### config.mk
export PLATFORM = sky130hd
export DESIGN_NAME = event_deadline_recovery_watchdog_core
export DESIGN_NICKNAME = d
export VERILOG_FILES = /design/src/hw/rtl/edrw_pkg.sv /design/src/hw/rtl/edrw_slot_ram.sv /design/src/hw/rtl/edrw_rem_unit.sv /design/src/hw/rtl/event_deadline_recovery_watchdog_core.sv
export SDC_FILE = /design/constraint.sdc
export NUM_CORES = 1
export LEC_CHECK = 0
export BUFFER_PORTS_ARGS = -buffer_cell sky130_fd_sc_hd__buf_2
export CAP_MARGIN = 20
export CORE_MARGIN = 3
export CORE_UTILIZATION = 60
export DETAILED_ROUTE_END_ITERATION = 10
export PLACE_DENSITY = 0.77
export RECOVER_POWER = 100
export SKIP_CTS_REPAIR_TIMING = 1
export SLEW_MARGIN = 20
export SYNTH_ARGS = -nofsm -noshare
export SYNTH_HDL_FRONTEND = slang
export SYNTH_SLANG_ARGS = --single-unit
### constraint.sdc
create_clock -name clk -period 11.4 [get_ports clk]
set_input_delay 1.14 -clock clk [delete_from_list [all_inputs] [get_ports clk]]
set_output_delay 1.14 -clock clk [all_outputs]
set_load 0.01 [all_outputs]
### src/hw/rtl/edrw_pkg.sv
// edrw_pkg: shared types, codes and constants for the recovery watchdog.
// Used by the core, the slot RAM, the remainder unit and the checker.
`default_nettype none
package edrw_pkg;

	localparam int unsigned NUM_SLOTS_DEF = 5;

	localparam int unsigned FN_W      = 22;
	localparam int unsigned SLOT_W    = 3;
	localparam int unsigned FUNC_W    = 3;
	localparam int unsigned DIR_W     = 2;
	localparam int unsigned SUB_W     = 2;
	localparam int unsigned PER_W     = 8;
	localparam int unsigned DL_W      = 16;
	localparam int unsigned CNT8_W    = 8;
	localparam int unsigned CFG_IDX_W = 2;
	localparam int unsigned CFG_DW    = 16;

	// frame arithmetic
	localparam logic [FN_W-1:0] FN_MOD     = 22'd2715648;
	localparam logic [FN_W-1:0] FN_HALF    = 22'd1357824;
	localparam logic [FN_W-1:0] FN_INVALID = 22'h3FFFFF;

	// commands
	localparam logic [FUNC_W-1:0] FN_TICK      = 3'd0;
	localparam logic [FUNC_W-1:0] FN_REG_SLOT  = 3'd1;
	localparam logic [FUNC_W-1:0] FN_DEREG     = 3'd2;
	localparam logic [FUNC_W-1:0] FN_REG_REL   = 3'd3;
	localparam logic [FUNC_W-1:0] FN_RESET     = 3'd4;
	localparam logic [FUNC_W-1:0] FN_SET_SUB   = 3'd5;

	// slots
	localparam logic [SLOT_W-1:0] SLOT_UL_CONN = 3'd0;
	localparam logic [SLOT_W-1:0] SLOT_DL_CONN = 3'd1;
	localparam logic [SLOT_W-1:0] SLOT_LOW_TS  = 3'd2;
	localparam logic [SLOT_W-1:0] SLOT_UL_REL  = 3'd3;
	localparam logic [SLOT_W-1:0] SLOT_DL_REL  = 3'd4;

	// substates
	localparam logic [SUB_W-1:0] SUB_NULL     = 2'd0;
	localparam logic [SUB_W-1:0] SUB_CHECK    = 2'd1;
	localparam logic [SUB_W-1:0] SUB_IND_SENT = 2'd2;
	localparam logic [SUB_W-1:0] SUB_STARTED  = 2'd3;

	// configuration register indexes
	localparam logic [CFG_IDX_W-1:0] CFG_CHECK_PERIOD = 2'd0;
	localparam logic [CFG_IDX_W-1:0] CFG_DEADLINE     = 2'd1;
	localparam logic [CFG_IDX_W-1:0] CFG_EV_TRIG      = 2'd2;
	localparam logic [CFG_IDX_W-1:0] CFG_MM_TRIG      = 2'd3;

	localparam logic [PER_W-1:0]  CHECK_PERIOD_RST = 8'd52;
	localparam logic [DL_W-1:0]   DEADLINE_RST     = 16'd100;
	localparam logic [CNT8_W-1:0] EV_TRIG_RST      = 8'd3;
	localparam logic [CNT8_W-1:0] MM_TRIG_RST      = 8'd3;

	typedef struct packed {
		logic [FUNC_W-1:0] func;
		logic [FN_W-1:0]   frame_number;
		logic [SLOT_W-1:0] event_slot;
		logic [FN_W-1:0]   start_frame;
		logic [DIR_W-1:0]  release_dir;
		logic              blocked_mode;
		logic              state_mismatch;
		logic [SUB_W-1:0]  new_substate;
	} cmd_t;

	typedef struct packed {
		logic             recovery_indication;
		logic [SUB_W-1:0] current_substate;
	} rsp_t;

	typedef struct packed {
		logic [FN_W-1:0]   start_frame;
		logic [FN_W-1:0]   reg_frame;
		logic [CNT8_W-1:0] overdue_cnt;
	} slot_entry_t;

	typedef struct packed {
		logic done;
		logic zero;
	} rem_sts_t;

endpackage
`default_nettype wire

### src/hw/rtl/edrw_slot_ram.sv
// edrw_slot_ram: per-slot frame stamps and overdue counts.
// One write port, one read port, registered read data. Depends on edrw_pkg.
`default_nettype none
module edrw_slot_ram
	import edrw_pkg::*;
#(
	parameter int unsigned DEPTH = NUM_SLOTS_DEF,
	parameter int unsigned AW    = $clog2(NUM_SLOTS_DEF)
) (
	input  wire logic          clk,
	input  wire logic          we,
	input  wire logic [AW-1:0] waddr,
	input  slot_entry_t        wdata,
	input  wire logic          re,
	input  wire logic [AW-1:0] raddr,
	output slot_entry_t        rdata
);

	slot_entry_t mem_q [DEPTH];
	slot_entry_t rdata_q;

	always_ff @(posedge clk) begin
		if (we) begin
			mem_q[waddr] <= wdata;
		end
		if (re) begin
			rdata_q <= mem_q[raddr];
		end
	end

	assign rdata = rdata_q;

endmodule
`default_nettype wire

### src/hw/rtl/edrw_rem_unit.sv
// edrw_rem_unit: bit-serial remainder of a frame number by the check period.
// One dividend bit per cycle. Depends on edrw_pkg.
`default_nettype none
module edrw_rem_unit
	import edrw_pkg::*;
(
	input  wire logic             clk,
	input  wire logic             arst_n,
	input  wire logic             start,
	input  wire logic [FN_W-1:0]  dividend,
	input  wire logic [PER_W-1:0] divisor,
	output rem_sts_t              sts
);

	localparam int unsigned ITER_W = $clog2(FN_W + 1);

	logic [FN_W-1:0]   dv_q;
	logic [PER_W-1:0]  rem_q;
	logic [PER_W-1:0]  div_q;
	logic [ITER_W-1:0] iter_q;
	logic              run_q;
	logic              done_q;
	logic [PER_W:0]    trial;
	logic [PER_W-1:0]  rem_nxt;

	// restoring step: shift in next bit, subtract divisor if it fits
	always_comb begin
		trial = {rem_q, dv_q[FN_W-1]};
		if (trial >= {1'b0, div_q}) begin
			rem_nxt = PER_W'(trial - {1'b0, div_q});
		end else begin
			rem_nxt = trial[PER_W-1:0];
		end
	end

	always_ff @(posedge clk or negedge arst_n) begin
		if (!arst_n) begin
			dv_q   <= '0;
			rem_q  <= '0;
			div_q  <= '0;
			iter_q <= '0;
			run_q  <= 1'b0;
			done_q <= 1'b0;
		end else begin
			done_q <= 1'b0;
			if (start) begin
				dv_q   <= dividend;
				div_q  <= divisor;
				rem_q  <= '0;
				iter_q <= ITER_W'(FN_W);
				run_q  <= 1'b1;
			end else if (run_q) begin
				dv_q   <= {dv_q[FN_W-2:0], 1'b0};
				rem_q  <= rem_nxt;
				iter_q <= iter_q - 1'b1;
				if (iter_q == ITER_W'(1)) begin
					run_q  <= 1'b0;
					done_q <= 1'b1;
				end
			end
		end
	end

	assign sts.done = done_q;
	assign sts.zero = (rem_q == '0);

endmodule
`default_nettype wire

### src/hw/rtl/event_deadline_recovery_watchdog_core.sv
// Recovery watchdog core: five frame-stamped event slots with overdue counting.
// Other commands answer directly; a registration reads, then writes the slot RAM;
// a tick in null or check runs the remainder, then the slot sweep on a check frame.
// Throughput: one command in flight; set by the serial remainder and the RAM sweep.
// Reset (arst_n low): config to defaults, all slots invalid, substate null.
// Slot RAM needs no clearing pass; per-slot valid flops mask stale entries.
`default_nettype none
module event_deadline_recovery_watchdog_core
	import edrw_pkg::*;
#(
	parameter int unsigned NUM_SLOTS = NUM_SLOTS_DEF
) (
	input  wire logic                 clk,
	input  wire logic                 arst_n,
	input  wire logic                 cmd_valid,
	output logic                      cmd_ready,
	input  cmd_t                      cmd,
	output logic                      rsp_valid,
	input  wire logic                 rsp_ready,
	output rsp_t                      rsp,
	input  wire logic                 cfg_we,
	input  wire logic [CFG_IDX_W-1:0] cfg_idx,
	input  wire logic [CFG_DW-1:0]    cfg_wdata
);

	localparam int unsigned SLOT_AW = $clog2(NUM_SLOTS);
	localparam int unsigned ISS_W   = $clog2(NUM_SLOTS + 1);
	localparam logic [SLOT_W-1:0] NUM_SLOTS_C = SLOT_W'(NUM_SLOTS);
	localparam logic [ISS_W-1:0]  NUM_SLOTS_I = ISS_W'(NUM_SLOTS);

	// half-range later-than test on a signed frame difference
	localparam logic signed [FN_W:0] HALF_S     = $signed({1'b0, FN_HALF});
	localparam logic signed [FN_W:0] NEG_HALF_S = -$signed({1'b0, FN_HALF});

	typedef enum logic [6:0] {
		ST_IDLE   = 7'b0000001,
		ST_REG_RD = 7'b0000010,
		ST_REG_WR = 7'b0000100,
		ST_DIV    = 7'b0001000,
		ST_CHK    = 7'b0010000,
		ST_FIN    = 7'b0100000,
		ST_DONE   = 7'b1000000
	} state_t;

	state_t state_q;

	// configuration
	logic [PER_W-1:0]  period_q;
	logic [DL_W-1:0]   deadline_q;
	logic [CNT8_W-1:0] ev_trig_q;
	logic [CNT8_W-1:0] mm_trig_q;

	// scalar state
	logic [NUM_SLOTS-1:0] valid_q;
	logic [CNT8_W-1:0]    mm_cnt_q;
	logic [SUB_W-1:0]     sub_q;

	// current command
	logic [FN_W-1:0]    fn_q;
	logic [FN_W-1:0]    start_q;
	logic [SLOT_AW-1:0] cur_q;
	logic               dl_pend_q;
	logic               mismatch_q;
	logic               ind_q;
	logic               trig_q;

	// check sweep pipeline
	logic [ISS_W-1:0]   issue_q;
	logic               chk_vld_s1;
	logic [SLOT_AW-1:0] chk_slot_s1;
	logic               chk_pv_s2;
	logic               chk_act_s2;
	logic [SLOT_AW-1:0] slot_s2;
	logic [FN_W-1:0]    due_s2;
	logic [CNT8_W-1:0]  cnt_s2;
	logic [FN_W-1:0]    start_s2;
	logic [FN_W-1:0]    reg_s2;

	// output register
	logic rsp_valid_q;
	rsp_t rsp_q;

	// RAM ports
	logic               ram_re;
	logic [SLOT_AW-1:0] ram_raddr;
	logic               ram_we;
	logic [SLOT_AW-1:0] ram_waddr;
	slot_entry_t        ram_wdata;
	slot_entry_t        ram_rdata;

	// remainder unit
	logic             rem_start;
	logic [PER_W-1:0] per_eff;
	rem_sts_t         rem_sts;

	logic [FN_W-1:0]          fn_red;
	logic                     slot_ok;
	logic [SLOT_AW-1:0]       cmd_slot;
	logic                     chk_re;
	logic [FN_W-1:0]          base_s1;
	logic [FN_W:0]            sum_s1;
	logic [FN_W-1:0]          due_s1;
	logic signed [FN_W:0]     diff_s2;
	logic                     overdue_s2;
	logic                     hit_s2;

	assign cmd_ready = (state_q == ST_IDLE);
	assign rsp_valid = rsp_valid_q;
	assign rsp       = rsp_q;

	// frame number reduced mod FN_MOD: one conditional subtract covers 22 bits
	assign fn_red   = (cmd.frame_number >= FN_MOD) ? (cmd.frame_number - FN_MOD)
		: cmd.frame_number;
	assign slot_ok  = (cmd.event_slot < NUM_SLOTS_C);
	assign cmd_slot = cmd.event_slot[SLOT_AW-1:0];

	// period of zero acts as one
	assign per_eff   = (period_q == '0) ? PER_W'(1) : period_q;
	assign rem_start = (state_q == ST_IDLE) && cmd_valid && (cmd.func == FN_TICK)
		&& ((sub_q == SUB_NULL) || (sub_q == SUB_CHECK));

	edrw_rem_unit u_rem (
		.clk      (clk),
		.arst_n   (arst_n),
		.start    (rem_start),
		.dividend (fn_red),
		.divisor  (per_eff),
		.sts      (rem_sts)
	);

	// stage 1 -> 2: deadline of the slot just read
	// connect and low-ts slots use the start frame, release slots the registration frame
	always_comb begin
		base_s1 = (chk_slot_s1 < SLOT_AW'(SLOT_UL_REL)) ? ram_rdata.start_frame
			: ram_rdata.reg_frame;
		// base + deadline stays below 2*FN_MOD, so one subtract reduces it
		sum_s1 = {1'b0, base_s1} + (FN_W + 1)'(deadline_q);
		if (sum_s1 >= {1'b0, FN_MOD}) begin
			due_s1 = FN_W'(sum_s1 - {1'b0, FN_MOD});
		end else begin
			due_s1 = sum_s1[FN_W-1:0];
		end
	end

	// stage 2: overdue test and count update
	// (fn - due) mod FN_MOD in (0, HALF) <=> diff in (0, HALF) or diff < -HALF
	always_comb begin
		diff_s2    = $signed({1'b0, fn_q}) - $signed({1'b0, due_s2});
		overdue_s2 = ((diff_s2 > 0) && (diff_s2 < HALF_S)) || (diff_s2 < NEG_HALF_S);
		hit_s2     = (cnt_s2 == ev_trig_q);
	end

	assign chk_re = (state_q == ST_CHK) && (issue_q < NUM_SLOTS_I);

	// RAM access steering
	always_comb begin
		ram_re    = 1'b0;
		ram_raddr = cur_q;
		ram_we    = 1'b0;
		ram_waddr = cur_q;
		// registration keeps the count of a live slot, invalid slots hold zero
		ram_wdata.start_frame = start_q;
		ram_wdata.reg_frame   = fn_q;
		ram_wdata.overdue_cnt = valid_q[cur_q] ? ram_rdata.overdue_cnt : '0;
		case (state_q)
			ST_REG_RD: begin
				ram_re = 1'b1;
			end
			ST_REG_WR: begin
				ram_we = 1'b1;
			end
			ST_CHK: begin
				ram_re    = chk_re;
				ram_raddr = issue_q[SLOT_AW-1:0];
				// write-back of a bumped count; reads target later slots only
				if (chk_act_s2 && overdue_s2 && !hit_s2) begin
					ram_we    = 1'b1;
					ram_waddr = slot_s2;
					ram_wdata.start_frame = start_s2;
					ram_wdata.reg_frame   = reg_s2;
					ram_wdata.overdue_cnt = cnt_s2 + 1'b1;
				end
			end
			default: begin
			end
		endcase
	end

	edrw_slot_ram #(
		.DEPTH (NUM_SLOTS),
		.AW    (SLOT_AW)
	) u_ram (
		.clk   (clk),
		.we    (ram_we),
		.waddr (ram_waddr),
		.wdata (ram_wdata),
		.re    (ram_re),
		.raddr (ram_raddr),
		.rdata (ram_rdata)
	);

	// sweep pipeline registers
	always_ff @(posedge clk or negedge arst_n) begin
		if (!arst_n) begin
			chk_vld_s1  <= 1'b0;
			chk_slot_s1 <= '0;
			chk_pv_s2   <= 1'b0;
			chk_act_s2  <= 1'b0;
		end else begin
			chk_vld_s1  <= chk_re;
			chk_slot_s1 <= issue_q[SLOT_AW-1:0];
			chk_pv_s2   <= chk_vld_s1;
			chk_act_s2  <= chk_vld_s1 && valid_q[chk_slot_s1];
		end
	end

	always_ff @(posedge clk) begin
		slot_s2  <= chk_slot_s1;
		due_s2   <= due_s1;
		cnt_s2   <= ram_rdata.overdue_cnt;
		start_s2 <= ram_rdata.start_frame;
		reg_s2   <= ram_rdata.reg_frame;
	end

	// sequencer
	always_ff @(posedge clk or negedge arst_n) begin
		if (!arst_n) begin
			state_q     <= ST_IDLE;
			period_q    <= CHECK_PERIOD_RST;
			deadline_q  <= DEADLINE_RST;
			ev_trig_q   <= EV_TRIG_RST;
			mm_trig_q   <= MM_TRIG_RST;
			valid_q     <= '0;
			mm_cnt_q    <= '0;
			sub_q       <= SUB_NULL;
			fn_q        <= '0;
			start_q     <= '0;
			cur_q       <= '0;
			dl_pend_q   <= 1'b0;
			mismatch_q  <= 1'b0;
			ind_q       <= 1'b0;
			trig_q      <= 1'b0;
			issue_q     <= '0;
			rsp_valid_q <= 1'b0;
			rsp_q       <= '0;
		end else begin
			if (cfg_we) begin
				case (cfg_idx)
					CFG_CHECK_PERIOD: period_q   <= cfg_wdata[PER_W-1:0];
					CFG_DEADLINE:     deadline_q <= cfg_wdata[DL_W-1:0];
					CFG_EV_TRIG:      ev_trig_q  <= cfg_wdata[CNT8_W-1:0];
					CFG_MM_TRIG:      mm_trig_q  <= cfg_wdata[CNT8_W-1:0];
					default: begin
					end
				endcase
			end

			if (rsp_valid_q && rsp_ready) begin
				rsp_valid_q <= 1'b0;
			end

			case (state_q)
				ST_IDLE: begin
					if (cmd_valid) begin
						fn_q       <= fn_red;
						start_q    <= cmd.start_frame;
						mismatch_q <= cmd.state_mismatch;
						ind_q      <= 1'b0;
						trig_q     <= 1'b0;
						dl_pend_q  <= 1'b0;
						state_q    <= ST_DONE;
						case (cmd.func)
							FN_TICK: begin
								// null moves to check before the check test
								if ((sub_q == SUB_NULL) || (sub_q == SUB_CHECK)) begin
									sub_q   <= SUB_CHECK;
									state_q <= ST_DIV;
								end
							end
							FN_REG_SLOT: begin
								if (!cmd.blocked_mode && slot_ok) begin
									cur_q   <= cmd_slot;
									state_q <= ST_REG_RD;
								end
							end
							FN_DEREG: begin
								// invalid entries read as cleared
								if (!cmd.blocked_mode && slot_ok) begin
									valid_q[cmd_slot] <= 1'b0;
								end
							end
							FN_REG_REL: begin
								if (!cmd.blocked_mode && (cmd.release_dir != '0)) begin
									start_q   <= FN_INVALID;
									cur_q     <= cmd.release_dir[0] ? SLOT_AW'(SLOT_UL_REL)
										: SLOT_AW'(SLOT_DL_REL);
									dl_pend_q <= cmd.release_dir[0] & cmd.release_dir[1];
									state_q   <= ST_REG_RD;
								end
							end
							FN_RESET: begin
								valid_q  <= '0;
								mm_cnt_q <= '0;
								sub_q    <= SUB_NULL;
							end
							FN_SET_SUB: begin
								sub_q <= cmd.new_substate;
							end
							default: begin
							end
						endcase
					end
				end
				ST_REG_RD: begin
					state_q <= ST_REG_WR;
				end
				ST_REG_WR: begin
					valid_q[cur_q] <= 1'b1;
					// a release registration drops the matching connect slot
					if (cur_q == SLOT_AW'(SLOT_UL_REL)) begin
						valid_q[SLOT_AW'(SLOT_UL_CONN)] <= 1'b0;
					end
					if (cur_q == SLOT_AW'(SLOT_DL_REL)) begin
						valid_q[SLOT_AW'(SLOT_DL_CONN)] <= 1'b0;
					end
					if (dl_pend_q) begin
						cur_q     <= SLOT_AW'(SLOT_DL_REL);
						dl_pend_q <= 1'b0;
						state_q   <= ST_REG_RD;
					end else begin
						state_q <= ST_DONE;
					end
				end
				ST_DIV: begin
					if (rem_sts.done) begin
						issue_q <= '0;
						state_q <= rem_sts.zero ? ST_CHK : ST_DONE;
					end
				end
				ST_CHK: begin
					if (chk_re) begin
						issue_q <= issue_q + 1'b1;
					end
					if (chk_act_s2 && overdue_s2 && hit_s2) begin
						trig_q <= 1'b1;
					end
					// sweep drained once nothing is issued or in flight
					if (!chk_re && !chk_vld_s1 && !chk_pv_s2) begin
						state_q <= ST_FIN;
					end
				end
				ST_FIN: begin
					if (!trig_q && mismatch_q) begin
						if (mm_cnt_q == mm_trig_q) begin
							ind_q <= 1'b1;
							sub_q <= SUB_IND_SENT;
						end else begin
							mm_cnt_q <= mm_cnt_q + 1'b1;
						end
					end else begin
						mm_cnt_q <= '0;
						if (trig_q) begin
							ind_q <= 1'b1;
							sub_q <= SUB_IND_SENT;
						end
					end
					state_q <= ST_DONE;
				end
				ST_DONE: begin
					// hand off once the output register is free
					if (!rsp_valid_q || rsp_ready) begin
						rsp_valid_q                 <= 1'b1;
						rsp_q.recovery_indication   <= ind_q;
						rsp_q.current_substate      <= sub_q;
						state_q                     <= ST_IDLE;
					end
				end
				default: begin
					state_q <= ST_IDLE;
				end
			endcase
		end
	end

endmodule
`default_nettype wire

-- After elaboration in Yosys (flattened, before gate mapping)
Memory sizes are Yosys's and may differ from the RTL's. A register that Yosys moved wholly into a read port is not among the register bits.
Cells that the tools add are included.
- input port bits: 79
- output and inout port bits: 5
- bits in writable memories: 260
- memories kept: 1
- flip-flop bits (word level): 248
- memory list (name ; depth ; width ; rd ports ; clocked after Yosys merged registers in ; wr ports ; line ; source):
    u_ram.mem_q ; 5 ; 52 ; 1 ; 1 ; 1 ; edrw_slot_ram.sv:19 ; slot_entry_t mem_q [DEPTH];
- add/sub/neg operators: 9
- $lt $le $gt $ge: 14
- equal/unequal tests: 39
- reductions and logical operators: 53
- bitwise gates (word level): 4
- muxes and demuxes: 91
- operators with widths (operator ; count):
    $mux W22 ; 7
    $mux W52 ; 2
    $mux W8 ; 9
    $mux W7 ; 9
    $pmux W7 S7 ; 1
    $lt A23 B22 Y1 const B ; 2
    $sub A22 B22 Y22 const B ; 2
    $mux W3 ; 10
    $mux W1 ; 26
    $add A22 B16 Y23 ; 1
    $ge A23 B22 Y1 const B ; 1
    $gt A23 B1 Y1 const B ; 1
    $sub A22 B22 Y23 ; 1
    $ge A22 B22 Y1 const B ; 1
    $pmux W7 S3 ; 1
    $mux W5 ; 4
    $pmux W5 S2 ; 2
    $ne A3 B3 Y1 const B ; 6
    $pmux W3 S2 ; 3
    $logic_and A1 B1 Y1 ; 17
    $add A8 B1 Y8 const B ; 2
    $eq A8 B8 Y1 ; 2
    $logic_not A8 Y1 ; 2
    $pmux W8 S2 ; 1
    other kinds (45) ; 97

-- Longest topological paths before layout
- word-level depth: 10
- gate-level depth with buffers: 20
- depth with buffers taken out: 17

-- Hierarchy
A second synthesis with hierarchy kept.
- cell total of the unflattened synthesis: 2078
- area, all modules: 26245.2 µm²
- by module, submodules not included (module ; area each (µm²) ; cells an instance ; seq. area each (µm²) ; times used):
    edrw_slot_ram ; 12238.0 ; 614 ; 9369.0 ; 1
    event_deadline_recovery_watchdog_core ; 11519.8 ; 1200 ; 4708.3 ; 1
    edrw_rem_unit ; 2487.4 ; 264 ; 1126.1 ; 1

-- Worst setup path before layout
OpenSTA, ideal clock, no wires.
- path type: reg2reg
- start point: reg fn_q[0]
- end point: mem u_ram.mem_q[0][0] in the netlist's numbering, enable pin
- required time: 10.796 ns
- path slack: 2.288 ns
- stages on the path, launching flop included: 16
- arrival: 8.508 ns
- setup time: 0.604 ns
- clock period less this slack: 9.112 ns
- cells stage by stage: dfrtp_1 -> inv_1 -> ha_1 -> inv_1 -> fa_1 -> a211o_1 -> a311o_1 -> a31oi_2 -> o21ai_1 -> a41o_1 -> a21oi_1 -> xnor2_1 -> o21ai_0 -> and2_0 -> o21ai_0 -> o41ai_1
- word-level cells in the longest chain between the ends: 10
- RTL lines (what ; line ; source):
    from (decl) ; event_deadline_recovery_watchdog_core.sv:59 ; logic [FN_W-1:0] fn_q;
    from (signal assigned) ; event_deadline_recovery_watchdog_core.sv:265 ; fn_q <= fn_red;
    $sub A22 B22 Y23 * ; event_deadline_recovery_watchdog_core.sv:148 ; diff_s2 = $signed({1'b0, fn_q}) - $signed({1'b0, due_s2});
    $gt A23 B1 Y1 / $lt A23 B22 Y1 (equally long branches) ; event_deadline_recovery_watchdog_core.sv:149 ; overdue_s2 = ((diff_s2 > 0) && (diff_s2 < HALF_S)) || (diff_s2 < NEG_HALF_S);
    $logic_and A1 B1 Y1 ; event_deadline_recovery_watchdog_core.sv:149 ;
    $logic_or A1 B1 Y1 * ; event_deadline_recovery_watchdog_core.sv:149 ;
    $logic_and A1 B1 Y1 * (2 in a row) ; event_deadline_recovery_watchdog_core.sv:176 ; if (chk_act_s2 && overdue_s2 && !hit_s2) begin
    $mux W1 ; event_deadline_recovery_watchdog_core.sv:176 ;
    $pmux W1 S2 ; event_deadline_recovery_watchdog_core.sv:165 ; case (state_q)
    $mux W1 ; edrw_slot_ram.sv:23 ; if (we) begin
    $mux W1 (implied by the code) ; edrw_slot_ram.sv:24 ; mem_q[waddr] <= wdata;
    to (decl) ; edrw_slot_ram.sv:19 ;
Every way passes the cells marked *; elsewhere a longest branch is shown, timed or not.

-- Worst setup path in the final report
- start point: reg fn_q[0]
- end point: mem u_ram.mem_q[1][14] in the netlist's numbering, enable pin
The elaborated chain is that of the path after synthesis.

==> out/qor.csv <==
stage,metric,value,unit
power_and_ir_drop,power.density,245,mW/mm²
final_layout,multiInputGateArea,0.00891,mm²
power_and_ir_drop,p_sw,2190,µW
floorplanning,core_area,0.0401,mm²
logic_synthesis,synthTopCellsByCount,"edfxtp_1, nand2_1, dfrtp_1",
timing,hold_viol_final,0,
power_and_ir_drop,power_frac_comb,32.1,%
cts,cts_sinks,560,
timing,clock_skew,0.0132,ns
routing,first_pass_iters,7,
routing,wl,56.6,mm
global_routing,overflow,0,
logic_synthesis,synthSimpleGateAreaFrac,8.74,%
final_layout,nets,2070,
logic_synthesis,syn-num-nets,1976,
timing,drv_slew,736,
critical_path,crit_slowest_cell,clkbuf_1,
timing,setup-tns-final,0,ns
logic_synthesis,ys_ff_latch,560,
global_routing,grt_max_degree,67,
logic_synthesis,avgSynthCellArea,13.4,µm²
power_and_ir_drop,pwr-share-clk,27.1,%
global_routing,use_met1,37.7,%
logic_synthesis,synth_xor_area_share,2.67,%
critical_path,crit_fanout,30,
routing,drtAntennaViolNets,0,
critical_path,cp-start-kind,flop,
logic_synthesis,syn_area,0.0246,mm²
final_layout,fill_cells,2780,
global_routing,grt_antenna_before_repair,0,
logic_synthesis,synthMuxAreaShare,14.1,%
placement,port_buffers,83,
placement,dp_hpwl,35.8,mm
floorplanning,die_h,209,µm
global_routing,grt_pass1_vias,15643,
power_and_ir_drop,switching_share,32.8,%
power_and_ir_drop,p_leak,0.0107,µW
job,drv_cap,20,
final_layout,regArea,0.0152,mm²
global_routing,gr-usage-met3,4.44,%
global_routing,grt_pass1_wl,88.4,mm
floorplanning,start_util,61.4,%
status,violations,"capacitance limit, slew limit",
logic_synthesis,synthArstFlopShare,30.5,%
power_and_ir_drop,total_power,6690,µW
final_layout,diodes,0,
floorplanning,fp-row-count,73,
cts,cts_buffers,55,
cts,clk-insertion-delay-late,0.61,ns
min_path,hold_path_class,flop to flop,
timing,max_freq,140,MHz
cts,clockRootBuffer,clkbuf_16,
routing,drc,0,
routing,vias,15461,
logic_synthesis,ys_warn_count,0,
logic_synthesis,synthFlopType,edfxtp_1,
timing,setup_viol,0,
logic_synthesis,synth_top_area_share,38.0,%
power_and_ir_drop,power_frac_seq,40.8,%
logic_synthesis,yosysMostFrequentCell,edfxtp_1,
timing,rsz0062_at_grt,no,
critical_path,crit_chain,inv_1 > ha_1 > inv_1 > fa_1 > a211o_1 > a311o_1 > a31oi_1 > o21ai_0 > a41o_1 > a21oi_1 > xnor2_1 > o21ai_0 > a31oi_1 > o21ai_4 > clkbuf_1,
global_routing,use_met2,41.0,%
cts,cts_tree,yes,
logic_synthesis,synth_cell_type_count,80,
status,status,"complete, but fails checks",
critical_path,critPathKind,flop to flop,
final_layout,area_growth,11.1,%
logic_synthesis,synthCells,1841,
floorplanning,dieArea,0.0435,mm²
timing,fin_crit_sh,62.8,%
cts,clkTransAtPathRegs,0.06,ns
critical_path,cp-end-kind,flop,
logic_synthesis,synth_fa_ha_area_share,2.94,%
floorplanning,fp.dieW,209,µm
cts,clk_path_buf_depth,3,
logic_synthesis,synth_area_leader_cell,edfxtp_1,
routing,detail_route.vias_per_cell,6.17,
logic_synthesis,synth_top_family_by_area,multiplexers,
critical_path,cp.required,11.58,ns
placement,gp_congestion,0.882,
global_routing,grt_usage,26.0,%
power_and_ir_drop,internal_power,4500,µW
logic_synthesis,synth_edf_count,312,
logic_synthesis,synth.yosys.seq_area_share,61.7,%
cts,htreeDepth,2,
final_layout,drive_gt1_share,18.4,%
critical_path,max_stage_delay,1.71,ns
logic_synthesis,synth_area_leaders,"edfxtp_1, dfrtp_1, dfxtp_1",
power_and_ir_drop,vdd_drop_max,0.183,mV
timing,max_slew_margin,-154,%
timing,finalHoldWorstSlack,0.369,ns
floorplanning,io_pins,84,
timing,max_slew.worst_pin.slew,3.81,ns
logic_synthesis,synth-compound-area-share,7.57,%
critical_path,worst_ep_arrival_time,7.34,ns
timing,fin_crit,7.16,ns
global_routing,top_usage_layer,met2,
routing,drt_iter0_drc,1611,
routing,routedWlPerCell,22.6,µm
-- placed cells by master (no fill, tap or decap), types with 9 or more instances in the layout --
master,instances
nor3_1,27
o21a_1,11
edfxtp_1,312
inv_1,67
nand2b_1,17
nand2_1,222
clkbuf_16,55
dfxtp_1,77
nor2_1,75
xor2_1,38
mux2_2,111
ha_1,53
nor4_1,12
nor3b_1,9
o21ai_0,103
a21o_1,17
a211oi_1,15
mux2i_1,43
clkbuf_8,9
o211ai_1,9
a31oi_1,16
nor2b_1,13
xnor2_1,37
mux2_1,49
nand3_1,26
clkbuf_1,43
dfstp_2,11
and3_1,11
a21oi_1,55
buf_2,76
mux4_2,54
dfrtp_1,160
-- per-stage QoR --
stage          worst slack, ns  utilization [%]  cell area [µm²]  instances
6_report                  4.24             68.2            27400       2507
5_1_grt                   3.70             68.2            27400       2507
4_1_cts                   5.59             68.6            27500       2507
3_5_place_dp              5.67             64.1            25700       2403
3_3_place_gp              5.78             64.1            25700       2402
2_1_floorplan             2.29                -            24600       1841
-- flip-flops by register name (all words and copies together), names as in the netlist, 16 cells and up --
signal / count
deadline_q: 16
due_s2: 22
fn_q: 22
reg_s2: 22
start_q: 22
start_s2: 22
u_ram.mem_q: 260
u_ram.rdata: 52
u_rem.dv_q: 22
-- logic make-up (layout without fill, tap and decap cells) --
group | after synthesis | in the layout
mux | 259 | 259
compound gates | 291 | 291
xor+xnor | 75 | 75
flops | 560 | 560
fa+ha+maj | 56 | 56
simple gates | 463 | 463
buf+inv | 137 | 278
-- critical path, delay by kind of cell, from the launching register on --
kind                       cells  cell delay (ns)
AOI/OAI and AO/OA              9             3.73
buffers and inverters          3             1.83
adders and majority gates      2             0.57
DFF                            1             0.38
xor gates and xnor gates       1             0.17
-- layer usage --
layer / share of wire (%) / up-vias
met4: 3.0 / 0
met3: 7.5 / 108
met2: 47 / 587
met5: 0 / -
li1: - / 6991
met1: 43 / 7775
-- power by group through the flow --
stage / registers (µW) / clock network [µW] / logic (µW)
floorplan: 2670 / 0 / 1670
global route: 2750 / 1930 / 2380
global placement: 2750 / 0 / 2040
detailed placement: 2760 / 0 / 2110
finish: 2730 / 1820 / 2150
CTS: 2720 / 1840 / 2130
-- worst paths after layout --
check / cells after the start / slack, ns / to / from
min reg2reg: 0 / 0.37 / reg_s2[6] / u_ram.rdata[14]
max: 15 / 4.24 / u_ram.mem_q[1][14] / fn_q[0]
min in group asynchronous: 1 / 1.53 / mm_cnt_q[3] / arst_n
min: 0 / 0.37 / reg_s2[6] / u_ram.rdata[14]
max in group asynchronous: 2 / 5.16 / start_q[16] / arst_n
max reg2reg: 15 / 4.24 / u_ram.mem_q[1][14] / fn_q[0]
-- cell type report --
type,count,share of cell area [%]
sequential,560,55.6
multi-input combinational,1144,32.6
clock buffer,81,5.72
tap,525,2.40
timing repair buffer,107,1.88
clock inverter,23,0.924
inverter,67,0.919
Note: power is estimated with default switching activity, not from simulation.
